**config.mk**
```make
export PLATFORM = sky130hd
export DESIGN_NAME = uncompressed_png_stream_encoder
export DESIGN_NICKNAME = d
export VERILOG_FILES = /design/src/hw/rtl/upng_pkg.sv /design/src/hw/rtl/uncompressed_png_stream_encoder.sv
export SDC_FILE = /design/constraint.sdc
export NUM_CORES = 2
export LEC_CHECK = 0
export BUFFER_PORTS_ARGS = -buffer_cell sky130_fd_sc_hd__buf_2
export CAP_MARGIN = 20
export CORE_ASPECT_RATIO = 1.75
export CORE_MARGIN = 10
export CORE_UTILIZATION = 60
export DETAILED_ROUTE_END_ITERATION = 8
export PLACE_DENSITY = 0.74
export SLEW_MARGIN = 20
export SYNTH_ARGS = -nofsm -noshare
export SYNTH_HDL_FRONTEND = slang
export SYNTH_SLANG_ARGS = --single-unit
```
**constraint.sdc**
```tcl
create_clock -name i_clk -period 12 [get_ports i_clk]
set_clock_uncertainty 0.15 [all_clocks]
set_input_delay 2.4 -clock i_clk [delete_from_list [all_inputs] [get_ports i_clk]]
set_output_delay 2.4 -clock i_clk [all_outputs]
set_load 0.1 [all_outputs]
```
**src/hw/rtl/upng_pkg.sv**
```systemverilog
// Types, constants and helper functions of the PNG stream encoder.
`default_nettype none
package upng_pkg;

    typedef struct packed {
        logic [7:0] red;
        logic [7:0] green;
        logic [7:0] blue;
    } t_pix_in;

    typedef struct packed {
        logic [7:0] out_byte;
        logic       run_last;
        logic       file_end;
    } t_byte_out;

    typedef enum logic [2:0] {
        ST_IDLE, ST_PREP, ST_DIV1, ST_MUL1, ST_MUL2, ST_DIV2, ST_LEN, ST_EMIT
    } t_state;

    typedef enum logic [3:0] {
        PH_SIG, PH_IHDR_LEN, PH_IHDR, PH_IHDR_CRC, PH_IDAT_LEN, PH_IDAT_TAG,
        PH_BLK_HDR, PH_FILTER, PH_PIX, PH_ADLER, PH_IDAT_CRC, PH_IEND, PH_DONE
    } t_phase;

    localparam int CFG_IDX_W  = 1;
    localparam int CFG_DATA_W = 13;
    localparam logic [CFG_IDX_W-1:0] CFG_WIDTH  = 1'b0;
    localparam logic [CFG_IDX_W-1:0] CFG_HEIGHT = 1'b1;

    localparam logic [63:0] PNG_SIG    = 64'h89504E470D0A1A0A;
    localparam logic [31:0] IHDR_LEN   = 32'd13;
    localparam logic [31:0] IHDR_TAG   = 32'h49484452;
    localparam logic [31:0] IDAT_TAG   = 32'h49444154;
    localparam logic [31:0] IEND_TAG   = 32'h49454E44;
    localparam logic [31:0] IEND_CRC   = 32'hAE426082;
    localparam logic [7:0]  BIT_DEPTH  = 8'h08;
    localparam logic [7:0]  COLOR_TYPE = 8'h02;
    localparam logic [7:0]  ZLIB_CMF   = 8'h08;
    localparam logic [7:0]  ZLIB_FLG   = 8'h1D;
    localparam logic [31:0] CRC_POLY   = 32'hEDB88320;
    localparam logic [16:0] ADLER_MOD  = 17'd65521;

    function automatic logic [31:0] crc_byte(input logic [31:0] crc, input logic [7:0] b);
        logic [31:0] c;
        c = crc ^ {24'd0, b};
        for (int k = 0; k < 8; k++) begin
            c = (c >> 1) ^ (CRC_POLY & {32{c[0]}});
        end
        return c;
    endfunction

    function automatic logic [7:0] be32(input logic [31:0] v, input logic [1:0] i);
        return 8'(v >> {2'd3 - i, 3'b000});
    endfunction

    function automatic logic [4:0] phase_last(input t_phase p);
        case (p)
            PH_SIG:      return 5'd7;
            PH_IHDR:     return 5'd16;
            PH_IDAT_TAG: return 5'd5;
            PH_BLK_HDR:  return 5'd4;
            PH_FILTER:   return 5'd0;
            PH_PIX:      return 5'd2;
            PH_IEND:     return 5'd11;
            PH_DONE:     return 5'd0;
            default:     return 5'd3;
        endcase
    endfunction

    function automatic t_phase phase_next(input t_phase p, input logic finish);
        case (p)
            PH_SIG:      return PH_IHDR_LEN;
            PH_IHDR_LEN: return PH_IHDR;
            PH_IHDR:     return PH_IHDR_CRC;
            PH_IHDR_CRC: return PH_IDAT_LEN;
            PH_IDAT_LEN: return PH_IDAT_TAG;
            PH_IDAT_TAG: return PH_BLK_HDR;
            PH_BLK_HDR:  return PH_FILTER;
            PH_FILTER:   return PH_PIX;
            PH_PIX:      return finish ? PH_ADLER : PH_DONE;
            PH_ADLER:    return PH_IDAT_CRC;
            PH_IDAT_CRC: return PH_IEND;
            default:     return PH_DONE;
        endcase
    endfunction

endpackage
`default_nettype wire

```
**src/hw/rtl/uncompressed_png_stream_encoder.sv**
```systemverilog
// Top level: RGB pixel stream in, uncompressed PNG byte stream out.
//
//  channel | direction | handshake                     | payload
//  pixel   | in        | i_pix_valid / o_pix_ready     | i_pix  (t_pix_in)
//  byte    | out       | o_byte_valid / i_byte_ready   | o_byte (t_byte_out)
//  config  | in        | i_cfg_we (no wait)            | i_cfg_idx, i_cfg_data
//
// A pixel is accepted, then its bytes are emitted; no new pixel is taken until its run is finished.
// The first pixel of an image adds a setup phase that runs two 16-step divides
// on one shared restoring divider (rows per block, blocks per image).
// Bytes leave through one output register; a stall there pauses the sequencer.
// Reset is synchronous: control state clears, the registers return to 1x1.
`default_nettype none
module uncompressed_png_stream_encoder
    import upng_pkg::*;
#(
    parameter int MAX_DIMENSION   = 4096,
    parameter int MAX_BLOCK_BYTES = 65535
) (
    input  wire logic                  i_clk,
    input  wire logic                  i_rst_n,
    input  wire logic                  i_pix_valid,
    output logic                       o_pix_ready,
    input  wire t_pix_in               i_pix,
    output logic                       o_byte_valid,
    input  wire logic                  i_byte_ready,
    output t_byte_out                  o_byte,
    input  wire logic                  i_cfg_we,
    input  wire logic [CFG_IDX_W-1:0]  i_cfg_idx,
    input  wire logic [CFG_DATA_W-1:0] i_cfg_data
);

    localparam int WIDTH_LIMIT = (MAX_BLOCK_BYTES - 2) / 3;
    localparam int W_LIM = (MAX_DIMENSION < WIDTH_LIMIT) ? MAX_DIMENSION : WIDTH_LIMIT;
    localparam int H_LIM = MAX_DIMENSION;
    localparam logic [15:0] BLOCK_MAX = 16'(MAX_BLOCK_BYTES);

    t_state r_state, n_state;
    t_phase r_phase, n_phase;
    logic [4:0] r_idx, n_idx;

    logic [CFG_DATA_W-1:0] r_img_w, r_img_h;
    logic        r_started;
    logic [12:0] r_col, r_row;
    logic        r_fend, r_trunc;
    t_pix_in     r_pix;

    logic [15:0] r_row_sz, r_rpb, r_full, r_block_left;
    logic [31:0] r_data_left, r_chunk, r_crc;
    logic [15:0] r_alo, r_ahi;

    logic [15:0] r_dq, r_rem, r_dvs;
    logic [3:0]  r_cnt;

    t_byte_out r_out;
    logic      r_ovalid;

    // clamped image size
    logic [12:0] w_wc, w_hc;
    always_comb begin
        if (r_img_w == '0) begin
            w_wc = 13'd1;
        end else if ({19'd0, r_img_w} > 32'(W_LIM)) begin
            w_wc = 13'(W_LIM);
        end else begin
            w_wc = r_img_w;
        end
        if (r_img_h == '0) begin
            w_hc = 13'd1;
        end else if ({19'd0, r_img_h} > 32'(H_LIM)) begin
            w_hc = 13'(H_LIM);
        end else begin
            w_hc = r_img_h;
        end
    end

    // accept-time position bookkeeping
    logic        w_accept;
    logic [13:0] w_col_next, w_row_next;
    logic        w_row_end, w_frame_end;
    assign w_accept    = i_pix_valid && o_pix_ready;
    assign w_col_next  = {1'b0, r_col} + 14'd1;
    assign w_row_next  = {1'b0, r_row} + 14'd1;
    assign w_row_end   = w_col_next >= {1'b0, w_wc};
    assign w_frame_end = w_row_end && (w_row_next >= {1'b0, w_hc});

    // shared restoring divider step
    logic [16:0] w_div_t;
    logic        w_div_ge;
    logic [15:0] w_div_rem;
    assign w_div_t   = {r_rem, r_dq[15]};
    assign w_div_ge  = w_div_t >= {1'b0, r_dvs};
    assign w_div_rem = w_div_ge ? 16'(w_div_t - {1'b0, r_dvs}) : w_div_t[15:0];

    logic [31:0] w_full_prod;
    assign w_full_prod = {16'd0, r_rpb} * {16'd0, r_row_sz};

    // block header fields
    logic [15:0] w_bsize;
    logic        w_blast;
    assign w_blast = r_data_left <= {16'd0, r_full};
    assign w_bsize = (r_data_left < {16'd0, r_full}) ? r_data_left[15:0] : r_full;

    logic w_finish;
    assign w_finish = r_fend && !r_trunc;

    // next state
    always_comb begin
        n_state = r_state;
        n_phase = r_phase;
        n_idx   = r_idx;
        case (r_state)
            ST_IDLE: begin
                if (w_accept) begin
                    n_idx = '0;
                    if (!r_started) begin
                        n_state = ST_PREP;
                        n_phase = PH_SIG;
                    end else begin
                        n_state = ST_EMIT;
                        if (r_col != '0) begin
                            n_phase = PH_PIX;
                        end else if (r_block_left == '0) begin
                            n_phase = PH_BLK_HDR;
                        end else begin
                            n_phase = PH_FILTER;
                        end
                    end
                end
            end
            ST_PREP: n_state = ST_DIV1;
            ST_DIV1: if (r_cnt == 4'd15) n_state = ST_MUL1;
            ST_MUL1: n_state = ST_MUL2;
            ST_MUL2: n_state = ST_DIV2;
            ST_DIV2: if (r_cnt == 4'd15) n_state = ST_LEN;
            ST_LEN:  n_state = ST_EMIT;
            ST_EMIT: begin
                if (!r_ovalid || i_byte_ready) begin
                    if (r_idx == phase_last(r_phase)) begin
                        n_idx   = '0;
                        n_phase = phase_next(r_phase, w_finish);
                        if (n_phase == PH_DONE) n_state = ST_IDLE;
                    end else begin
                        n_idx = r_idx + 5'd1;
                    end
                end
            end
            default: n_state = ST_IDLE;
        endcase
    end

    // byte selection and engine controls
    logic       w_emit, w_last, w_crc_en, w_adler_en, w_data_en, w_crc_init;
    logic [7:0] w_byte;
    always_comb begin
        w_emit     = (r_state == ST_EMIT) && (!r_ovalid || i_byte_ready);
        w_last     = (r_idx == phase_last(r_phase))
                     && (phase_next(r_phase, w_finish) == PH_DONE);
        w_crc_en   = 1'b0;
        w_adler_en = 1'b0;
        w_data_en  = 1'b0;
        w_crc_init = 1'b0;
        w_byte     = 8'd0;
        case (r_phase)
            PH_SIG: w_byte = 8'(PNG_SIG >> {3'd7 - r_idx[2:0], 3'b000});
            PH_IHDR_LEN: begin
                w_byte     = be32(IHDR_LEN, r_idx[1:0]);
                w_crc_init = 1'b1;
            end
            PH_IHDR: begin
                w_crc_en = 1'b1;
                case (r_idx[4:2])
                    3'd0:    w_byte = be32(IHDR_TAG, r_idx[1:0]);
                    3'd1:    w_byte = be32({19'd0, w_wc}, r_idx[1:0]);
                    3'd2:    w_byte = be32({19'd0, w_hc}, r_idx[1:0]);
                    3'd3: begin
                        case (r_idx[1:0])
                            2'd0:    w_byte = BIT_DEPTH;
                            2'd1:    w_byte = COLOR_TYPE;
                            default: w_byte = 8'd0;
                        endcase
                    end
                    default: w_byte = 8'd0;
                endcase
            end
            PH_IHDR_CRC, PH_IDAT_CRC: w_byte = be32(~r_crc, r_idx[1:0]);
            PH_IDAT_LEN: begin
                w_byte     = be32(r_chunk, r_idx[1:0]);
                w_crc_init = 1'b1;
            end
            PH_IDAT_TAG: begin
                w_crc_en = 1'b1;
                case (r_idx[2:0])
                    3'd4:    w_byte = ZLIB_CMF;
                    3'd5:    w_byte = ZLIB_FLG;
                    default: w_byte = be32(IDAT_TAG, r_idx[1:0]);
                endcase
            end
            PH_BLK_HDR: begin
                w_crc_en = 1'b1;
                case (r_idx[2:0])
                    3'd0:    w_byte = {7'd0, w_blast};
                    3'd1:    w_byte = w_bsize[7:0];
                    3'd2:    w_byte = w_bsize[15:8];
                    3'd3:    w_byte = ~w_bsize[7:0];
                    default: w_byte = ~w_bsize[15:8];
                endcase
            end
            PH_FILTER: begin
                w_crc_en   = 1'b1;
                w_adler_en = 1'b1;
                w_data_en  = 1'b1;
            end
            PH_PIX: begin
                w_crc_en   = 1'b1;
                w_adler_en = 1'b1;
                w_data_en  = 1'b1;
                case (r_idx[1:0])
                    2'd0:    w_byte = r_pix.red;
                    2'd1:    w_byte = r_pix.green;
                    default: w_byte = r_pix.blue;
                endcase
            end
            PH_ADLER: begin
                w_crc_en = 1'b1;
                w_byte   = be32({r_ahi, r_alo}, r_idx[1:0]);
            end
            PH_IEND: begin
                case (r_idx[3:2])
                    2'd1:    w_byte = be32(IEND_TAG, r_idx[1:0]);
                    2'd2:    w_byte = be32(IEND_CRC, r_idx[1:0]);
                    default: w_byte = 8'd0;
                endcase
            end
            default: w_byte = 8'd0;
        endcase
    end

    // Adler-32 add and fold
    logic [16:0] w_s1, w_s2;
    logic [15:0] w_alo, w_ahi;
    assign w_s1  = {1'b0, r_alo} + {9'd0, w_byte};
    assign w_alo = (w_s1 >= ADLER_MOD) ? 16'(w_s1 - ADLER_MOD) : w_s1[15:0];
    assign w_s2  = {1'b0, r_ahi} + {1'b0, w_alo};
    assign w_ahi = (w_s2 >= ADLER_MOD) ? 16'(w_s2 - ADLER_MOD) : w_s2[15:0];

    // control registers
    always_ff @(posedge i_clk) begin
        if (!i_rst_n) begin
            r_state   <= ST_IDLE;
            r_phase   <= PH_DONE;
            r_idx     <= '0;
            r_img_w   <= 13'd1;
            r_img_h   <= 13'd1;
            r_started <= 1'b0;
            r_col     <= '0;
            r_row     <= '0;
            r_ovalid  <= 1'b0;
        end else begin
            r_state <= n_state;
            r_phase <= n_phase;
            r_idx   <= n_idx;
            // drop writes that land inside an image
            if (i_cfg_we && !r_started) begin
                case (i_cfg_idx)
                    CFG_WIDTH:  r_img_w <= i_cfg_data;
                    CFG_HEIGHT: r_img_h <= i_cfg_data;
                    default:    ;
                endcase
            end
            if (w_accept) begin
                r_started <= !w_frame_end;
                if (w_row_end) begin
                    r_col <= '0;
                    r_row <= w_frame_end ? 13'd0 : w_row_next[12:0];
                end else begin
                    r_col <= w_col_next[12:0];
                end
            end
            if (w_emit) begin
                r_ovalid <= 1'b1;
            end else if (i_byte_ready) begin
                r_ovalid <= 1'b0;
            end
        end
    end

    // datapath registers
    always_ff @(posedge i_clk) begin
        if (w_accept) begin
            r_pix   <= i_pix;
            r_fend  <= w_frame_end;
            r_trunc <= !r_started && w_frame_end;
        end
        case (r_state)
            ST_PREP: begin
                r_row_sz     <= 16'({3'd0, w_wc} * 16'd3) + 16'd1;
                r_dq         <= BLOCK_MAX;
                r_rem        <= '0;
                r_dvs        <= 16'({3'd0, w_wc} * 16'd3) + 16'd1;
                r_cnt        <= '0;
                r_alo        <= 16'd1;
                r_ahi        <= 16'd0;
                r_block_left <= '0;
            end
            ST_DIV1, ST_DIV2: begin
                r_dq  <= {r_dq[14:0], w_div_ge};
                r_rem <= w_div_rem;
                r_cnt <= r_cnt + 4'd1;
            end
            ST_MUL1: begin
                r_rpb       <= r_dq;
                r_data_left <= {19'd0, w_hc} * {16'd0, r_row_sz};
            end
            ST_MUL2: begin
                r_full <= w_full_prod[15:0];
                // ceiling divide of rows by rows per block
                r_dq   <= 16'({3'd0, w_hc} + r_rpb - 16'd1);
                r_rem  <= '0;
                r_dvs  <= r_rpb;
                r_cnt  <= '0;
            end
            ST_LEN: r_chunk <= ({16'd0, r_dq} * 32'd5) + 32'd6 + r_data_left;
            default: ;
        endcase
        if (w_emit) begin
            r_out.out_byte <= w_byte;
            r_out.run_last <= w_last;
            r_out.file_end <= w_last && r_fend;
            if (w_crc_init) r_crc <= 32'hFFFFFFFF;
            if (w_crc_en)   r_crc <= crc_byte(r_crc, w_byte);
            if (w_adler_en) begin
                r_alo <= w_alo;
                r_ahi <= w_ahi;
            end
            if (w_data_en) begin
                if (r_block_left != '0) r_block_left <= r_block_left - 16'd1;
                if (r_data_left != '0)  r_data_left  <= r_data_left - 32'd1;
            end
            if (r_phase == PH_BLK_HDR && r_idx == phase_last(PH_BLK_HDR)) begin
                r_block_left <= w_bsize;
            end
        end
    end

    assign o_pix_ready  = (r_state == ST_IDLE);
    assign o_byte_valid = r_ovalid;
    assign o_byte       = r_out;

endmodule
`default_nettype wire

```
==> metrics.txt <==
Tightest Pin Transition=1287 ps; Peak Freq=just over 90 MHz; row cnt=about 120; cell area after synthesis=~35000 um^2; hold path cells=2; GPL Wtd Cong=~1.0; Ys Warns=0; VDD IR max=1.238 mV; slowest cell delay on critical path=910 ps; Worst R2R Start=r_data_left[16]; power per cell area=between 300 and 400 nW/um^2; RSZ-0062 raised after global routing=no; initial antenna violation count=1; Vias=30390; hold path endpoint=r_img_w[7]; worst setup margin=roughly 960 ps; P_int=~6.3 mW; Yosys top cell area share=between 10% and 20%; period utilisation layout=roughly 90%; share of cells above drive strength 1=6.177%; Remaining DRCs=0; IO Pins=between 50 and 60; Unique masters post-synth=92; WL met1=38750 um; grt total ovfl=0; Max Cap Viol=0; crit end category=flip-flop; routed vias/inst=between 6 and 7; Slew HR=between 10% and 20%; DP Worst Slack=around 1200 ps; Net Switching=6.202 mW; asr flop ratio synth=0%; final WL=about 110000 um; Setup CP Type=reg -> reg; total negative slack=0 ps; r2r endpoint=r_ahi[12]; postcts setup bufs=0; endpoints failing hold=0; Clock Path Buffers=3; Hold WC Path Type=reg -> reg; largest net degree at the start of global routing=60; CTS Buf Count=38; die height=~340 um; leading area contributor after synthesis=edfxtp_1; post-cts repair resize count=0; commonest cells after routing, fill and taps aside=inv_1 (512), nand2_1 (496), ha_1 (325), a21oi_1 (281), fa_1 (246); first-pass GRT wire length=174300 um; top area cells in the synthesized netlist=edfxtp_1 (17%), fa_1 (14%), ha_1 (12%); most common cell after layout, fill and taps aside=inv_1; Total GRT Usage=roughly a third; Area growth, synth to finish=6.745%; Mapped Nets=~4700; Crit path arrival time=11350 ps; post-synthesis instance total=4093; sequential share of power=18.8%; endpoints failing setup=0; clock-pin slew on the worst setup and hold paths=approximately 60 ps; Root Buffer=clkbuf_16; Final Total Pwr=12.51 mW; Fin Hold WS=around 330 ps; Yosys reg bits=350; reg2reg setup slack=between 900 and 1000 ps; Hold Buf Count CTS=0; Die W=~200 um; number of routed nets with antenna violations=0; post-DP HPWL=~88000 um; critical path's slowest cell=or4_1; hold path startpoint=r_img_w[7]; DR WL/cell=23.29 um; PortBufs=54; Tmin final=roughly 11000 ps; mean cell area of the mapped netlist=8.633 um^2; startpoint types=flip-flop; max-slew violations=0; Core ar.=a little under 60000 um^2; worst path required time=~12000 ps; clock share of power=roughly a tenth; WL met3=roughly 6400 um; TritonCTS Sinks=350; wire length on met2=about 58000 um; Lkg Pwr=around 17 nW; Initial Utilization=~61%; sequential area share after synthesis=roughly a quarter; Clock Latency Late Sink=about 590 ps; DRT iter0 DRCs=between 2000 and 2500; Sw Ratio=between 40% and 50%; CP max FO=15; Final #Nets=4680; Die Area=roughly 69000 um^2; vias in the first global route=about 30000; combinational share of power=71.1%; status=completed; CTS tree=done; number of enable flip-flop cells after synthesis=199; DR top layer=met5; dominant synthesized flop cell=edfxtp_1; First-pass DRT Iterations=5; Reg2Reg Depth=33; H-tree lvl count=2
-- cell usage after synthesis, types with 22 or more instances --
library cell / number
inv_1: 512
nand2_1: 496
ha_1: 325
a21oi_1: 282
fa_1: 246
edfxtp_1: 199
o21ai_0: 194
nor2_1: 178
clkbuf_1: 174
xnor2_1: 158
dfxtp_1: 151
nand3_1: 123
and2_1: 117
nor3_1: 83
xor2_1: 79
a21o_1: 53
and3_1: 52
nor2b_1: 49
or3_1: 33
nand4_1: 32
o21a_1: 30
a31oi_1: 29
a211oi_1: 25
a221oi_1: 25
a22oi_1: 25
nand2b_1: 22
-- stage by stage --
stage | std cells | instance area [um^2] | utilization (%)
after floorplan | 4093 | 35340 | -
after global placement | 4797 | 36400 | 62.48
after detailed placement | 4797 | 36400 | 62.48
after CTS | 4867 | 37700 | 64.71
after global routing | 4869 | 37710 | 64.73
final | 4872 | 37720 | 64.74
-- worst max path at each step --
stage                                from   endpoint  slack [ps]
after floorplan                  r_idx[2]  r_ahi[11]        2390
after global placement    r_data_left[16]   r_ahi[6]        1350
after detailed placement  r_data_left[16]  r_ahi[12]        1160
after CTS                 r_data_left[16]  r_ahi[12]        1090
after global routing      r_data_left[16]   r_ahi[6]         160
final                     r_data_left[16]  r_ahi[12]         960
-- layout make-up --
| class | instances | area, um^2 |
|---|---|---|
| flip-flops and latches | 350 | 8999 |
| well taps | 773 | 967.2 |
| multi-input cells | 3028 | 23670 |
| inverters | 518 | 1944 |
| clock buffers | 51 | 1072 |
| fillers | 5044 | 20540 |
| diodes | 3 | 7.507 |
| repair buffers | 130 | 835.8 |
| clock inverters | 19 | 225.2 |
-- sequential cells by signal (all words and copies together) (netlist names), 24 cells and up, named ones only --
register	cells
r_crc	32
r_chunk	32
r_pix	24
r_data_left	32
-- worst max-delay path, delay by kind of cell, from the launching register on --
| kind | cells | cell delay (ps) |
|---|---|---|
| compound gates | 17 | 4950 |
| simple gates | 8 | 3210 |
| fa+ha+maj | 3 | 1180 |
| flops | 1 | 400 |
| buf+inv | 2 | 400 |
| mux | 1 | 360 |
| xor+xnor | 2 | 280 |
-- routing by layer --
metal	up-vias	track usage (%)
li1	13970	-
met1	14820	33.46
met2	1180	58.59
met3	427	4.146
met4	2	25.59
met5	-	0
-- kinds of logic (layout without fill, tap and decap cells) --
logic type | after synthesis | after routing | share of synthesized area (%)
AOI/OAI and AO/OA | 890 | 890 | 16.14
xor gates and xnor gates | 252 | 252 | 6.752
adders and majority gates | 571 | 571 | 25.44
buffers and inverters | 715 | 718 | 7.676
DFF | 350 | 350 | 25.47
muxes | 19 | 19 | 0.5701
other | 0 | 3 | 0
and+or+nand+nor | 1296 | 1296 | 17.96
-- power by group through the flow --
stage	Clock, mW	Combinational (mW)	Sequential (mW)
after floorplan	0	6.44	2.18
after global placement	0	8.52	2.36
after detailed placement	0	8.71	2.36
after CTS	1.27	8.78	2.34
after global routing	1.30	9.85	2.37
final	1.26	8.89	2.36
Power figures use the tool's default switching activity.
